File: src/hw/rtl/hrlc_pkg.sv
// ----------------------------------------------------------------------------
// HTTP request line checker package
// Shared types, phase and result codes, character constants and the small
// character-class tables used by the request line parser.
// ----------------------------------------------------------------------------
package hrlc_pkg;

    // Parser phases within one request line.
    localparam logic [2:0] PH_METHOD  = 3'd0;
    localparam logic [2:0] PH_PATH    = 3'd1;
    localparam logic [2:0] PH_QUERY   = 3'd2;
    localparam logic [2:0] PH_VERSION = 3'd3;
    localparam logic [2:0] PH_TAIL    = 3'd4;

    // Result kinds.
    localparam logic [1:0] KIND_PATH    = 2'd0;
    localparam logic [1:0] KIND_QUERY   = 2'd1;
    localparam logic [1:0] KIND_VERDICT = 2'd2;

    // Verdict and internal error codes share one encoding.
    localparam logic [1:0] VERDICT_OK          = 2'd0;
    localparam logic [1:0] VERDICT_BAD_REQUEST = 2'd1;
    localparam logic [1:0] VERDICT_NOT_ALLOWED = 2'd2;

    // Configuration register indexes.
    localparam logic CFG_MAX_PATH_LEN  = 1'b0;
    localparam logic CFG_MAX_QUERY_LEN = 1'b1;

    localparam logic [7:0] MAX_PATH_RESET  = 8'd96;
    localparam logic [7:0] MAX_QUERY_RESET = 8'd31;

    // Characters with a special meaning.
    localparam logic [7:0] CH_NUL     = 8'h00;
    localparam logic [7:0] CH_LF      = 8'h0a;
    localparam logic [7:0] CH_CR      = 8'h0d;
    localparam logic [7:0] CH_SPACE   = 8'h20;
    localparam logic [7:0] CH_PERCENT = 8'h25;
    localparam logic [7:0] CH_AMP     = 8'h26;
    localparam logic [7:0] CH_PLUS    = 8'h2b;
    localparam logic [7:0] CH_MINUS   = 8'h2d;
    localparam logic [7:0] CH_DOT     = 8'h2e;
    localparam logic [7:0] CH_SLASH   = 8'h2f;
    localparam logic [7:0] CH_EQUAL   = 8'h3d;
    localparam logic [7:0] CH_QUEST   = 8'h3f;
    localparam logic [7:0] CH_BSLASH  = 8'h5c;
    localparam logic [7:0] CH_UNDER   = 8'h5f;
    localparam logic [7:0] CH_TILDE   = 8'h7e;
    localparam logic [7:0] CH_G       = 8'h47;
    localparam logic [7:0] CH_H       = 8'h48;

    localparam logic [2:0] GET_LEN  = 3'd4;
    localparam logic [2:0] HEAD_LEN = 3'd5;
    localparam logic [2:0] VER_LEN  = 3'd7;

    // Configuration registers.
    typedef struct packed {
        logic [7:0] max_path_len;
        logic [7:0] max_query_len;
    } cfg_t;

    // One result item.
    typedef struct packed {
        logic [1:0] kind;
        logic [7:0] data_byte;
        logic [1:0] verdict;
        logic       method_head;
        logic [7:0] path_count;
        logic [7:0] query_count;
    } result_t;

    // Expected byte of "GET " at a position.
    function automatic logic [7:0] get_char(input logic [2:0] idx);
        logic [7:0] c;
        unique case (idx)
            3'd0:    c = 8'h47;
            3'd1:    c = 8'h45;
            3'd2:    c = 8'h54;
            3'd3:    c = 8'h20;
            default: c = 8'h00;
        endcase
        return c;
    endfunction

    // Expected byte of "HEAD " at a position.
    function automatic logic [7:0] head_char(input logic [2:0] idx);
        logic [7:0] c;
        unique case (idx)
            3'd0:    c = 8'h48;
            3'd1:    c = 8'h45;
            3'd2:    c = 8'h41;
            3'd3:    c = 8'h44;
            3'd4:    c = 8'h20;
            default: c = 8'h00;
        endcase
        return c;
    endfunction

    // Expected byte of "HTTP/1." at a position.
    function automatic logic [7:0] ver_char(input logic [2:0] idx);
        logic [7:0] c;
        unique case (idx)
            3'd0:    c = 8'h48;
            3'd1:    c = 8'h54;
            3'd2:    c = 8'h54;
            3'd3:    c = 8'h50;
            3'd4:    c = 8'h2f;
            3'd5:    c = 8'h31;
            3'd6:    c = 8'h2e;
            default: c = 8'h00;
        endcase
        return c;
    endfunction

    // Hex digit decode: bit 4 flags a valid digit, bits 3:0 hold its value.
    function automatic logic [4:0] hex_decode(input logic [7:0] c);
        logic [4:0] r;
        r = 5'd0;
        if (c >= 8'h30 && c <= 8'h39) begin
            r = {1'b1, 4'(c - 8'h30)};
        end else if (c >= 8'h61 && c <= 8'h66) begin
            r = {1'b1, 4'(c - 8'h57)};
        end else if (c >= 8'h41 && c <= 8'h46) begin
            r = {1'b1, 4'(c - 8'h37)};
        end
        return r;
    endfunction

    function automatic logic is_alnum(input logic [7:0] c);
        return (c >= 8'h61 && c <= 8'h7a) || (c >= 8'h41 && c <= 8'h5a) ||
               (c >= 8'h30 && c <= 8'h39);
    endfunction

    function automatic logic path_allowed(input logic [7:0] c);
        return is_alnum(c) || c == CH_DOT || c == CH_UNDER || c == CH_MINUS ||
               c == CH_TILDE;
    endfunction

    function automatic logic query_allowed(input logic [7:0] c);
        return path_allowed(c) || c == CH_EQUAL || c == CH_AMP || c == CH_PERCENT ||
               c == CH_PLUS;
    endfunction

endpackage

File: src/hw/rtl/hrlc_in_stage.sv
// ----------------------------------------------------------------------------
// Input register
// Holds one accepted line byte until the parser consumes it; a new transfer
// is taken in the same cycle the held byte leaves.
// ----------------------------------------------------------------------------
module hrlc_in_stage (
    input  logic       aclk,
    input  logic       aresetn,
    input  logic       s_tvalid,
    output logic       s_tready,
    input  logic [7:0] s_byte,
    input  logic       consume,
    output logic       in_valid,
    output logic [7:0] in_byte
);

    logic       valid_reg;
    logic       valid_next;
    logic [7:0] byte_reg;

    assign s_tready = !valid_reg || consume;
    assign in_valid = valid_reg;
    assign in_byte  = byte_reg;

    // Valid flag: set on a transfer, cleared when the byte is consumed.
    always_comb begin
        valid_next = valid_reg;
        if (s_tvalid && s_tready) begin
            valid_next = 1'b1;
        end else if (consume) begin
            valid_next = 1'b0;
        end
    end

    always_ff @(posedge aclk) begin
        if (!aresetn) begin
            valid_reg <= 1'b0;
        end else begin
            valid_reg <= valid_next;
        end
    end

    // Payload register.
    always_ff @(posedge aclk) begin
        if (s_tvalid && s_tready) begin
            byte_reg <= s_byte;
        end
    end

endmodule

File: src/hw/rtl/hrlc_parser.sv
// ----------------------------------------------------------------------------
// Request line parser
// Line state and the per-byte update: method match, path decode and check,
// query check, version prefix and the verdict at CR LF.
// ----------------------------------------------------------------------------
module hrlc_parser (
    input  logic              aclk,
    input  logic              aresetn,
    input  hrlc_pkg::cfg_t    cfg,
    input  logic              in_valid,
    input  logic [7:0]        in_byte,
    output logic              consume,
    input  logic              out_ready,
    output logic              res_valid,
    output hrlc_pkg::result_t res
);
    import hrlc_pkg::*;

    // Line state.
    logic [2:0] phase_reg,     phase_next;
    logic [2:0] idx_reg,       idx_next;
    logic       method_reg,    method_next;
    logic [1:0] pct_reg,       pct_next;
    logic [3:0] hi_reg,        hi_next;
    logic [1:0] seg_len_reg,   seg_len_next;
    logic       seg_dots_reg,  seg_dots_next;
    logic       seen_reg,      seen_next;
    logic [7:0] plen_reg,      plen_next;
    logic [7:0] qlen_reg,      qlen_next;
    logic [1:0] err_reg,       err_next;
    logic       pend_reg,      pend_next;

    // Working values of the byte update.
    logic       emit;
    logic       bad;
    logic       dec_go;
    logic       dec_raw;
    logic [7:0] dec_c;
    logic [4:0] hex;
    logic [7:0] b;

    assign b       = in_byte;
    assign hex     = hex_decode(in_byte);
    assign consume = in_valid && (!emit || out_ready);
    assign res_valid = in_valid && emit;

    // Next line state and result for the byte at the input register.
    always_comb begin
        phase_next    = phase_reg;
        idx_next      = idx_reg;
        method_next   = method_reg;
        pct_next      = pct_reg;
        hi_next       = hi_reg;
        seg_len_next  = seg_len_reg;
        seg_dots_next = seg_dots_reg;
        seen_next     = seen_reg;
        plen_next     = plen_reg;
        qlen_next     = qlen_reg;
        err_next      = err_reg;
        pend_next     = pend_reg;
        emit          = 1'b0;
        bad           = 1'b0;
        dec_go        = 1'b0;
        dec_raw       = 1'b0;
        dec_c         = b;
        res           = '0;

        if (pend_reg && b == CH_LF) begin
            // Line end: give the verdict, then start a fresh line.
            emit            = 1'b1;
            res.kind        = KIND_VERDICT;
            res.path_count  = plen_reg;
            res.query_count = qlen_reg;
            res.verdict     = err_reg;
            if (err_reg == VERDICT_OK) begin
                if (phase_reg == PH_TAIL) begin
                    res.method_head = method_reg;
                end else if (phase_reg == PH_METHOD) begin
                    res.verdict = VERDICT_NOT_ALLOWED;
                end else begin
                    res.verdict = VERDICT_BAD_REQUEST;
                end
            end
            phase_next    = PH_METHOD;
            idx_next      = '0;
            method_next   = 1'b0;
            pct_next      = '0;
            hi_next       = '0;
            seg_len_next  = '0;
            seg_dots_next = 1'b1;
            seen_next     = 1'b0;
            plen_next     = '0;
            qlen_next     = '0;
            err_next      = VERDICT_OK;
            pend_next     = 1'b0;
        end else begin
            // A held CR not followed by LF is an ordinary byte; it is refused
            // everywhere except in the version tail.
            if (pend_reg) begin
                pend_next = 1'b0;
                if (err_reg == VERDICT_OK && phase_reg != PH_TAIL) begin
                    err_next = (phase_reg == PH_METHOD) ? VERDICT_NOT_ALLOWED
                                                        : VERDICT_BAD_REQUEST;
                end
            end

            if (b == CH_CR) begin
                pend_next = 1'b1;
            end else if (err_next == VERDICT_OK) begin
                unique case (phase_reg)
                    PH_METHOD: begin
                        if (idx_reg == 3'd0) begin
                            if (b == CH_G) begin
                                method_next = 1'b0;
                                idx_next    = 3'd1;
                            end else if (b == CH_H) begin
                                method_next = 1'b1;
                                idx_next    = 3'd1;
                            end else begin
                                err_next = VERDICT_NOT_ALLOWED;
                            end
                        end else if (!method_reg) begin
                            if (idx_reg >= GET_LEN || b != get_char(idx_reg)) begin
                                err_next = VERDICT_NOT_ALLOWED;
                            end else if (idx_reg + 3'd1 == GET_LEN) begin
                                phase_next = PH_PATH;
                                idx_next   = '0;
                            end else begin
                                idx_next = idx_reg + 3'd1;
                            end
                        end else begin
                            if (idx_reg >= HEAD_LEN || b != head_char(idx_reg)) begin
                                err_next = VERDICT_NOT_ALLOWED;
                            end else if (idx_reg + 3'd1 == HEAD_LEN) begin
                                phase_next = PH_PATH;
                                idx_next   = '0;
                            end else begin
                                idx_next = idx_reg + 3'd1;
                            end
                        end
                    end
                    PH_PATH: begin
                        if (pct_reg == 2'd1) begin
                            // High digit of an escape.
                            if (!hex[4]) begin
                                bad = 1'b1;
                            end else begin
                                hi_next  = hex[3:0];
                                pct_next = 2'd2;
                            end
                        end else if (pct_reg == 2'd2) begin
                            // Low digit of an escape; slash, backslash and zero
                            // may not be escaped.
                            if (!hex[4]) begin
                                bad = 1'b1;
                            end else begin
                                pct_next = 2'd0;
                                hi_next  = '0;
                                dec_c    = {hi_reg, hex[3:0]};
                                if (dec_c == CH_NUL || dec_c == CH_SLASH ||
                                    dec_c == CH_BSLASH) begin
                                    bad = 1'b1;
                                end else begin
                                    dec_go = 1'b1;
                                end
                            end
                        end else if (!seen_reg && b != CH_SLASH) begin
                            bad = 1'b1;
                        end else if (b == CH_SLASH) begin
                            dec_go  = 1'b1;
                            dec_raw = 1'b1;
                        end else if (b == CH_QUEST || b == CH_SPACE) begin
                            // Path end: the last segment may be empty, not a
                            // dot segment.
                            if (!seen_reg || (seg_dots_reg &&
                                (seg_len_reg == 2'd1 || seg_len_reg == 2'd2))) begin
                                bad = 1'b1;
                            end
                            if (b == CH_QUEST) begin
                                phase_next = PH_QUERY;
                            end else begin
                                phase_next = PH_VERSION;
                                idx_next   = '0;
                            end
                        end else if (b == CH_PERCENT) begin
                            pct_next = 2'd1;
                        end else if (b == CH_BSLASH || b == CH_NUL) begin
                            bad = 1'b1;
                        end else begin
                            dec_go = 1'b1;
                        end
                    end
                    PH_QUERY: begin
                        if (b == CH_SPACE) begin
                            phase_next = PH_VERSION;
                            idx_next   = '0;
                        end else if (!query_allowed(b)) begin
                            bad = 1'b1;
                        end else begin
                            if (qlen_reg != 8'hff) begin
                                qlen_next = qlen_reg + 8'd1;
                            end
                            if (qlen_next > cfg.max_query_len) begin
                                bad = 1'b1;
                            end else begin
                                emit            = 1'b1;
                                res.kind        = KIND_QUERY;
                                res.data_byte   = b;
                                res.path_count  = plen_reg;
                                res.query_count = qlen_next;
                            end
                        end
                    end
                    PH_VERSION: begin
                        if (idx_reg >= VER_LEN || b != ver_char(idx_reg)) begin
                            bad = 1'b1;
                        end else begin
                            idx_next = idx_reg + 3'd1;
                            if (idx_reg + 3'd1 == VER_LEN) begin
                                phase_next = PH_TAIL;
                            end
                        end
                    end
                    PH_TAIL: begin
                        if (b == CH_SPACE || b == CH_NUL) begin
                            bad = 1'b1;
                        end
                    end
                    default: begin
                        bad = 1'b1;
                    end
                endcase

                // One decoded path byte: segment checks, length and output.
                if (dec_go) begin
                    if (dec_raw) begin
                        if (seen_reg && (seg_len_reg == 2'd0 ||
                            (seg_dots_reg && seg_len_reg <= 2'd2))) begin
                            bad = 1'b1;
                        end
                        seen_next     = 1'b1;
                        seg_len_next  = '0;
                        seg_dots_next = 1'b1;
                    end else if (!path_allowed(dec_c)) begin
                        bad = 1'b1;
                    end else begin
                        if (seg_len_reg != 2'd3) begin
                            seg_len_next = seg_len_reg + 2'd1;
                        end
                        if (dec_c != CH_DOT) begin
                            seg_dots_next = 1'b0;
                        end
                    end
                    if (dec_raw || path_allowed(dec_c)) begin
                        if (plen_reg != 8'hff) begin
                            plen_next = plen_reg + 8'd1;
                        end
                        if (plen_next > cfg.max_path_len) begin
                            bad = 1'b1;
                        end
                        if (!bad) begin
                            emit            = 1'b1;
                            res.kind        = KIND_PATH;
                            res.data_byte   = dec_c;
                            res.path_count  = plen_next;
                            res.query_count = qlen_reg;
                        end
                    end
                end

                if (bad) begin
                    err_next = VERDICT_BAD_REQUEST;
                end
            end
        end
    end

    always_ff @(posedge aclk) begin
        if (!aresetn) begin
            phase_reg    <= PH_METHOD;
            idx_reg      <= '0;
            method_reg   <= 1'b0;
            pct_reg      <= '0;
            hi_reg       <= '0;
            seg_len_reg  <= '0;
            seg_dots_reg <= 1'b1;
            seen_reg     <= 1'b0;
            plen_reg     <= '0;
            qlen_reg     <= '0;
            err_reg      <= VERDICT_OK;
            pend_reg     <= 1'b0;
        end else if (consume) begin
            phase_reg    <= phase_next;
            idx_reg      <= idx_next;
            method_reg   <= method_next;
            pct_reg      <= pct_next;
            hi_reg       <= hi_next;
            seg_len_reg  <= seg_len_next;
            seg_dots_reg <= seg_dots_next;
            seen_reg     <= seen_next;
            plen_reg     <= plen_next;
            qlen_reg     <= qlen_next;
            err_reg      <= err_next;
            pend_reg     <= pend_next;
        end
    end

    // Path and query bytes only leave while the line is still clean.
    a_data_only_clean: assert property (@(posedge aclk) disable iff (!aresetn)
        (consume && res_valid && res.kind != KIND_VERDICT) |-> err_reg == VERDICT_OK)
        else $error("data byte emitted after an error");

    // An ok verdict is only given once the version prefix is complete.
    a_ok_needs_tail: assert property (@(posedge aclk) disable iff (!aresetn)
        (consume && res_valid && res.kind == KIND_VERDICT && res.verdict == VERDICT_OK)
        |-> phase_reg == PH_TAIL)
        else $error("ok verdict before version prefix");

    // A verdict restarts the line.
    a_verdict_clears: assert property (@(posedge aclk) disable iff (!aresetn)
        (consume && res_valid && res.kind == KIND_VERDICT)
        |=> (phase_reg == PH_METHOD && plen_reg == 8'd0 && err_reg == VERDICT_OK))
        else $error("line state not cleared after verdict");

endmodule

File: src/hw/rtl/hrlc_out_stage.sv
// ----------------------------------------------------------------------------
// Output register
// Holds one result item until the downstream side takes the transfer.
// ----------------------------------------------------------------------------
module hrlc_out_stage (
    input  logic              aclk,
    input  logic              aresetn,
    input  logic              load,
    input  hrlc_pkg::result_t res,
    output logic              ready,
    output logic              m_tvalid,
    input  logic              m_tready,
    output hrlc_pkg::result_t m_res
);
    import hrlc_pkg::*;

    logic    valid_reg;
    logic    valid_next;
    result_t res_reg;

    assign ready    = !valid_reg || m_tready;
    assign m_tvalid = valid_reg;
    assign m_res    = res_reg;

    // Full while a result waits; a load may replace a result leaving now.
    always_comb begin
        valid_next = valid_reg;
        if (load) begin
            valid_next = 1'b1;
        end else if (m_tready) begin
            valid_next = 1'b0;
        end
    end

    always_ff @(posedge aclk) begin
        if (!aresetn) begin
            valid_reg <= 1'b0;
        end else begin
            valid_reg <= valid_next;
        end
    end

    always_ff @(posedge aclk) begin
        if (load) begin
            res_reg <= res;
        end
    end

endmodule

File: src/hw/rtl/http_request_line_checker_top.sv
// ----------------------------------------------------------------------------
// HTTP request line checker, top level
// Checks request lines byte by byte and streams decoded path bytes, query
// bytes and one verdict per line.
// ----------------------------------------------------------------------------
// The block takes one line byte per cycle and sustains that rate without
// gaps while the result stream accepts results: a byte is parsed once it
// sits in the input register, and any result it causes is registered in the
// output register before it appears on the master side. The rate is set by
// the per-byte update of the line state. One input register and one
// output register separate the two sides, so one more byte is taken while a
// result waits. Configuration writes take effect at once and are meant for
// times when no line is in flight.
module http_request_line_checker_top (
    input  logic        aclk,
    input  logic        aresetn,
    // Configuration write port: index 0 max_path_len, index 1 max_query_len.
    input  logic        cfg_we,
    input  logic        cfg_addr,
    input  logic [7:0]  cfg_wdata,
    // Input stream.
    input  logic        s_tvalid,
    output logic        s_tready,
    input  logic [7:0]  s_tdata,    // [7:0] line_byte
    // Result stream.
    output logic        m_tvalid,
    input  logic        m_tready,
    // [7:0] data_byte, [9:8] verdict, [10] method_head, [18:11] path_count,
    // [26:19] query_count, [31:27] zero
    output logic [31:0] m_tdata,
    output logic [1:0]  m_tuser     // [1:0] kind
);
    import hrlc_pkg::*;

    cfg_t       cfg_reg;
    logic       in_valid;
    logic [7:0] in_byte;
    logic       consume;
    logic       out_ready;
    logic       res_valid;
    result_t    res;
    result_t    m_res;

    // Configuration registers.
    always_ff @(posedge aclk) begin
        if (!aresetn) begin
            cfg_reg.max_path_len  <= MAX_PATH_RESET;
            cfg_reg.max_query_len <= MAX_QUERY_RESET;
        end else if (cfg_we) begin
            unique case (cfg_addr)
                CFG_MAX_PATH_LEN:  cfg_reg.max_path_len  <= cfg_wdata;
                CFG_MAX_QUERY_LEN: cfg_reg.max_query_len <= cfg_wdata;
                default: ;
            endcase
        end
    end

    hrlc_in_stage u_in_stage (
        .aclk     (aclk),
        .aresetn  (aresetn),
        .s_tvalid (s_tvalid),
        .s_tready (s_tready),
        .s_byte   (s_tdata),
        .consume  (consume),
        .in_valid (in_valid),
        .in_byte  (in_byte)
    );

    hrlc_parser u_parser (
        .aclk      (aclk),
        .aresetn   (aresetn),
        .cfg       (cfg_reg),
        .in_valid  (in_valid),
        .in_byte   (in_byte),
        .consume   (consume),
        .out_ready (out_ready),
        .res_valid (res_valid),
        .res       (res)
    );

    hrlc_out_stage u_out_stage (
        .aclk     (aclk),
        .aresetn  (aresetn),
        .load     (res_valid && out_ready),
        .res      (res),
        .ready    (out_ready),
        .m_tvalid (m_tvalid),
        .m_tready (m_tready),
        .m_res    (m_res)
    );

    // Pack the result fields onto the stream.
    assign m_tdata = {5'd0, m_res.query_count, m_res.path_count, m_res.method_head,
                      m_res.verdict, m_res.data_byte};
    assign m_tuser = m_res.kind;

endmodule
File: config.mk
export PLATFORM = sky130hd
export DESIGN_NAME = http_request_line_checker_top
export DESIGN_NICKNAME = d
export VERILOG_FILES = /design/src/hw/rtl/hrlc_pkg.sv /design/src/hw/rtl/hrlc_in_stage.sv /design/src/hw/rtl/hrlc_parser.sv /design/src/hw/rtl/hrlc_out_stage.sv /design/src/hw/rtl/http_request_line_checker_top.sv
export SDC_FILE = /design/constraint.sdc
export NUM_CORES = 1
export LEC_CHECK = 0
export ABC_CLOCK_PERIOD_IN_PS = 9800
export BUFFER_PORTS_ARGS = -buffer_cell sky130_fd_sc_hd__buf_4
export CAP_MARGIN = 20
export CELL_PAD_IN_SITES_DETAIL_PLACEMENT = 1
export CELL_PAD_IN_SITES_GLOBAL_PLACEMENT = 2
export CORE_ASPECT_RATIO = 0.6
export CORE_UTILIZATION = 39
export CTS_CLUSTER_DIAMETER = 150
export CTS_CLUSTER_SIZE = 24
export DETAILED_ROUTE_END_ITERATION = 7
export PLACE_DENSITY_LB_ADDON = 0.15
export REMOVE_ABC_BUFFERS = 1
export SLEW_MARGIN = 20
export SYNTH_ARGS = -nofsm -noshare
export SYNTH_HDL_FRONTEND = slang
export SYNTH_SLANG_ARGS = --single-unit
File: constraint.sdc
create_clock -name aclk -period 9.8 [get_ports aclk]
set_input_delay 0.98 -clock aclk [delete_from_list [all_inputs] [get_ports aclk]]
set_output_delay 0.98 -clock aclk [all_outputs]
set_load 0.1 [all_outputs]
Word-level counts from Yosys, hierarchy flattened. Cells that the tools add are included.

Register bits after elaboration: 91. Input port bits: 22. Word-level logic and storage cells: 462.

Equality and inequality tests: 72. Bitwise operators: 2. Order comparisons: 20. Reduce and logical (&&, ||, !) cells: 94. $add $sub $neg: 7. Mux-type cells: 243.

Operator list (count): two-way mux 8 bit (47); two-way mux 16 bit (10); two-way mux 3 bit (37); equality test 8 x 6 -> 1 bit (second input constant) (12); two-way mux 1 bit (88); two-way mux 10 bit (8); two-way mux 2 bit (35); equality test 8 x 7 -> 1 bit (second input constant) (8); less-or-equal comparator 8 x 7 -> 1 bit (second input constant) (6); one-hot mux 7 bit (6 select lines) (1); greater-or-equal comparator 8 x 7 -> 1 bit (second input constant) (4); two-way mux 4 bit (8); logical OR 1 bit (31); AND reduction 6 bit (5); one-hot mux 7 bit (4 select lines) (1); != test 8 bit (3); one-hot mux 3 bit (4 select lines) (2); nonzero test 2 bit (12); equality test 3 bit (second input constant) (7); != test 3 x 2 -> 1 bit (second input constant) (7); one-hot mux 7 bit (3 select lines) (1); logical AND 1 bit (18); AND reduction 17 bit (1); adder 8 x 1 -> 8 bit (second input constant) (2); other kinds (44) (84).

Longest topological paths before layout.
Word-level depth: 45. Mapped depth: 20.

Cells and area by module. A second synthesis with hierarchy kept.

Cell total of the unflattened synthesis: 804. Area, all modules: 6759.0 um^2.

By module, submodules not included: hrlc_parser (area an instance 4842.1 um^2, cells an instance 680, times used 1); hrlc_out_stage (area an instance 919.6 um^2, cells an instance 33, times used 1); http_request_line_checker_top (area an instance 699.4 um^2, cells an instance 78, times used 1); hrlc_in_stage (area an instance 297.8 um^2, cells an instance 13, times used 1).

Worst setup path after synthesis. OpenSTA, ideal clock, no wires.

Path type: reg-to-reg. From: reg u_in_stage.byte_reg[0] (netlist: u_in_stage.in_byte[0]). To: reg u_out_stage.res_reg, in the netlist u_out_stage.m_res[0] (enable). Path buffers: 2. Data arrival time: 4891 ps. Data required time: 9375 ps. Stages on the path, launching flop included: 14. Period minus slack after synthesis: 5316 ps. Path slack: 4484 ps. Library setup time: 425 ps. Cells stage by stage: edfxtp_1 -> clkbuf_1 -> clkinv_1 -> ha_1 -> nor4b_4 -> a21oi_1 -> a22oi_2 -> or3_1 -> a221o_1 -> a2111oi_1 -> a211o_2 -> o2111ai_1 -> clkbuf_1 -> a21oi_1.

Longest elaborated chain between the ends: 36. Elaborated cells between the ends (all ways): 140. Classes of those cells: 3 x add/sub; 14 x order compare; 22 x eq/ne; 64 x mux; 37 x reduce/logical.

RTL lines: from (decl) (RTL line hrlc_in_stage.sv:19) `logic [7:0] byte_reg;`; from (signal assigned) (RTL line hrlc_in_stage.sv:46) `byte_reg <= s_byte;`; greater-or-equal comparator 8 x 7 -> 1 bit or less-or-equal comparator 8 x 7 -> 1 bit (tied branches) (RTL line hrlc_pkg.sv:122, hrlc_pkg.sv:129); logical AND 1 bit (RTL line hrlc_pkg.sv:122) `end else if (c >= 8'h41 && c <= 8'h46) begin`; two-way mux 5 bit (RTL line hrlc_pkg.sv:122); two-way mux 5 bit (RTL line hrlc_pkg.sv:120) `end else if (c >= 8'h61 && c <= 8'h66) begin`; two-way mux 5 bit (RTL line hrlc_pkg.sv:118) `if (c >= 8'h30 && c <= 8'h39) begin`; two-way mux 8 bit (RTL line hrlc_parser.sv:154) `if (!hex[4]) begin`; two-way mux 8 bit (RTL line hrlc_parser.sv:151) `end else if (pct_reg == 2'd2) begin`; two-way mux 8 bit (RTL line hrlc_parser.sv:143) `if (pct_reg == 2'd1) begin`; [... 21 more ...]; two-way mux 1 bit (RTL line hrlc_parser.sv:254) `if (dec_raw || path_allowed(dec_c)) begin`; two-way mux 1 bit (RTL line hrlc_parser.sv:235) `if (dec_go) begin`; two-way mux 1 bit (RTL line hrlc_parser.sv:109) `end else if (err_next == VERDICT_OK) begin`; two-way mux 1 bit (RTL line hrlc_parser.sv:107) `if (b == CH_CR) begin`; two-way mux 1 bit * (RTL line hrlc_parser.sv:68) `if (pend_reg && b == CH_LF) begin`; logical AND 1 bit * (RTL line hrlc_parser.sv:45) `assign res_valid = in_valid && emit;`; logical AND 1 bit * (RTL line http_request_line_checker_top.sv:84) `.load (res_valid && out_ready),`; named net u_out_stage.load (RTL line hrlc_out_stage.sv:8) `input logic load,`; to (signal assigned) (RTL line hrlc_out_stage.sv:45) `res_reg <= res;`; to (decl) (RTL line hrlc_out_stage.sv:19) `result_t res_reg;`.

Mark *: on every way through the listed nets, which the timed path passes. The rest lies on a longest branch. The select of a mux whose other input is x is not followed. A chain may end at the register's enable or synchronous reset.

Worst setup path in the final report.
From: reg u_in_stage.byte_reg[0] (netlist: u_in_stage.in_byte[0]). To: out s_tready.

Longest elaborated chain between the ends: 38. Elaborated cells between the ends (all ways): 142. Classes of those cells: 3 x add/sub; 14 x order compare; 22 x eq/ne; 64 x mux; 39 x reduce/logical.

RTL lines: greater-or-equal comparator 8 x 7 -> 1 bit or less-or-equal comparator 8 x 7 -> 1 bit (tied branches) (RTL line hrlc_pkg.sv:122, hrlc_pkg.sv:129); logical AND 1 bit (RTL line hrlc_pkg.sv:122); two-way mux 5 bit (RTL line hrlc_pkg.sv:122); two-way mux 5 bit (RTL line hrlc_pkg.sv:120); two-way mux 5 bit (RTL line hrlc_pkg.sv:118); two-way mux 8 bit (RTL line hrlc_parser.sv:154); two-way mux 8 bit (RTL line hrlc_parser.sv:151); two-way mux 8 bit (RTL line hrlc_parser.sv:143); [... 22 more ...]; two-way mux 1 bit (RTL line hrlc_parser.sv:235); two-way mux 1 bit (RTL line hrlc_parser.sv:109); two-way mux 1 bit (RTL line hrlc_parser.sv:107); two-way mux 1 bit * (RTL line hrlc_parser.sv:68); zero test 1 bit * (RTL line hrlc_parser.sv:44) `assign consume = in_valid && (!emit || out_ready);`; logical OR 1 bit * (RTL line hrlc_parser.sv:44); logical AND 1 bit * (RTL line hrlc_parser.sv:44); logical OR 1 bit * (RTL line hrlc_in_stage.sv:21) `assign s_tready = !valid_reg || consume;`; to (decl) (RTL line http_request_line_checker_top.sv:23) `output logic s_tready,`.

Every way passes the cells marked *; elsewhere a longest branch is shown, timed or not. The select of a mux whose other input is x is not followed.

==> results.cfg <==
[critical_path]
r2r_end = u_parser.seg_len_reg[1]
crit_fanout = 20
timing.rr.start = u_in_stage.in_byte[0]
r2r_cells = 13
critical_path_required_ns = 8.82
ff2ff_setup_slack_ns = 3.89
start_kind = flop
cp.arrival_ns = 5.40
path_class = reg2out
worstSetupEndpointType = primary output

[floorplan]
start_util_pct = 40.1
core_area_um2 = 16400
die_width_um = 169
ios = 58
fp.dieH_um = 102
row_count = 36
die_area_um2 = 17400

[global_route]
grt_max_degree = 39
grt_pass1_wl_mm = 35.7
antenna_found_initial = 0
grt_usage_pct = 26.9
grt_overflow_total = 0
first_global_vias = 6116

[clocking]
clockBufferDepth = 2
postCtsHoldBufs = 0
cts_inserted_buffers = 9
cts-root-buf = clkbuf_16
cts_tree = built
cts_num_sinks = 91
htreeDepth = 3
postCtsSetupBuffers = 0
ctsResizeCount = 0
clock_latency_ns = 0.36
clkTransAtPathRegs_ns = 0.07

[sta]
hold_violations = 0
fmax_mhz = 157
setup_tns_ns = 0
worst_pin_slew_ns = 1.13
fin_crit_ns = 6.38
slew_violations = 0
slew_headroom_pct = 24.4
hold_slack_ns = 0.463
grt_setup_unrepaired = false
fin_skew_ns = 0.0115
period_share_pct = 65.1
setup_violations = 0

[power_and_ir_drop]
powerDensity_nw_per_um2 = 121
p_seq_share_pct = 45.9
p_total_w = 0.000895
internal-power_w = 0.000642
max-vdd-ir-drop_uv = 64.4
netSwitchingFraction_pct = 28.3
pwr-share-comb_pct = 13.1
p_leak_nw = 2.73
p_switching_w = 0.000254
clkPwrFrac_pct = 41.0

[drt]
remaining_drc_errors = 0
drt_iter0_drc = 578
dr.pass1.iters = 5
wl_per_cell_um = 21.2
ant_nets = 0
routed_wl_mm = 22.8
num_vias = 6357
via_per_inst = 5.90

[place]
dp_cells = 1062
gp_congestion = 0.885
dp_hpwl_mm = 17.1
io_buffers = 52

[synthesis]
ys_seq_area_share_pct = 33.4
yosysWarnings = 0
synth_edf_count = 37
netlist_top_cells_area = edfxtp_1 (17%), dfxtp_1 (16%), ha_1 (6.9%)
synth_cells = 819
yosys.cell_types.count = 80
avgSynthCellArea_um2 = 8.01
ys_ff_latch = 91
ys.flop_type = dfxtp_1
async_flop_share_pct = 0
netlist_area_um2 = 6560
synth_top_area_share_pct = 16.9
yosysTopAreaCell = edfxtp_1

[layout]
multi_input_area_um2 = 3990
largest_register_ffs = 29
layout_commonest_cell = nand2_1
seq_area_um2 = 2190
diodes = 0
mostFrequentLayoutCells = nand2_1 (108), o21ai_0 (75), nor2_1 (64)
fillers = 1997
final-instance-count-excl-fill = 1078
drive_gt1_share_pct = 11.4
fin_nets = 903
area_growth_pct = 12.9

[hold_path]
worstHoldPathCells = 2
hp-start = cfg_reg[10]
hp-class = reg2reg
min_to = cfg_reg[10]

[job]
max_cap_viol_count = 0

[outcome]
outcome = finished clean
==> logic make-up (layout without fill, tap and decap cells) <==
group | count (synthesis) | count (layout) | synth area share (%)
xor+xnor | 19 | 19 | 2.54
fa+ha+maj | 36 | 36 | 6.87
other cells | 1 | 6 | 0.0572
simple gates | 320 | 320 | 24.2
flops | 91 | 91 | 33.4
mux | 20 | 20 | 3.19
compound gates | 235 | 235 | 23.5
buf+inv | 97 | 123 | 6.20
==> metrics by stage <==
stage               util, %  setup WS, ns  instance area (um^2)
global placement       43.4          4.05                  7100
global route           45.3          2.91                  7400
detailed placement     43.4          3.92                  7100
finish                 45.3          3.42                  7400
floorplan                 -          4.18                  6340
CTS                    45.3          3.52                  7400
==> cells in the mapped netlist, drive strengths merged (8+ instances only) <==
library cell    n
nand2         108
o21ai          77
nor2           64
a21oi          56
dfxtp          54
nand3          43
inv            42
edfxtp         37
ha             36
clkbuf         34
buf            18
nor3           14
mux2i          13
o211ai         12
xnor2          12
nand2b         11
nand4          10
nor2b          10
and2            9
and3            8
o31ai           8
==> critical path, cell delays in order, from the launching register on <==
cell       delay [ns]
edfxtp_1         0.81
clkinv_1         0.58
ha_1             0.43
nor4b_4          0.16
a21oi_1          0.37
a22oi_2          0.23
a21oi_2          0.60
o21ai_0          0.26
nor4_1           0.40
a211o_2          0.23
o2111ai_1        0.19
a21boi_0         0.37
nand2_1          0.13
buf_4            0.26
==> routing by layer <==
| metal | global-route usage, % | wire, um | vias up |
|---|---|---|---|
| met5 | 0 | 0 | - |
| met4 | 4.64 | 169 | 0 |
| met3 | 5.73 | 1370 | 18 |
| met2 | 37.5 | 9120 | 173 |
| met1 | 42.0 | 12200 | 3137 |
| li1 | - | - | 3029 |
==> cell type report <==
cell class	count	share of cell area, %
Timing Repair Buffer	62	6.29
Sequential cell	91	29.6
Tap cell	228	3.85
Inverter	45	2.28
Clock buffer	11	3.28
Multi-Input combinational cell	636	53.9
Clock inverter	5	0.845
==> power by group through the flow <==
stage               sequential (W)  combinational (W)  clock [W]
floorplan                 0.000419          0.0000695          0
global placement          0.000419           0.000113          0
detailed placement        0.000419           0.000115          0
CTS                       0.000411           0.000115   0.000374
global route              0.000412           0.000126   0.000386
finish                    0.000411           0.000117   0.000367
==> how the worst max path moves through the flow <==
stage                                      from  endpoint  slack [ns]
after floorplan           u_in_stage.in_byte[0]  s_tready        4.18
after global placement    u_in_stage.in_byte[0]  s_tready        4.05
after detailed placement  u_in_stage.in_byte[0]  s_tready        3.92
after CTS                 u_in_stage.in_byte[0]  s_tready        3.52
after global routing      u_in_stage.in_byte[0]  s_tready        2.91
final                     u_in_stage.in_byte[0]  s_tready        3.42
(Power assumes the default switching activity.)
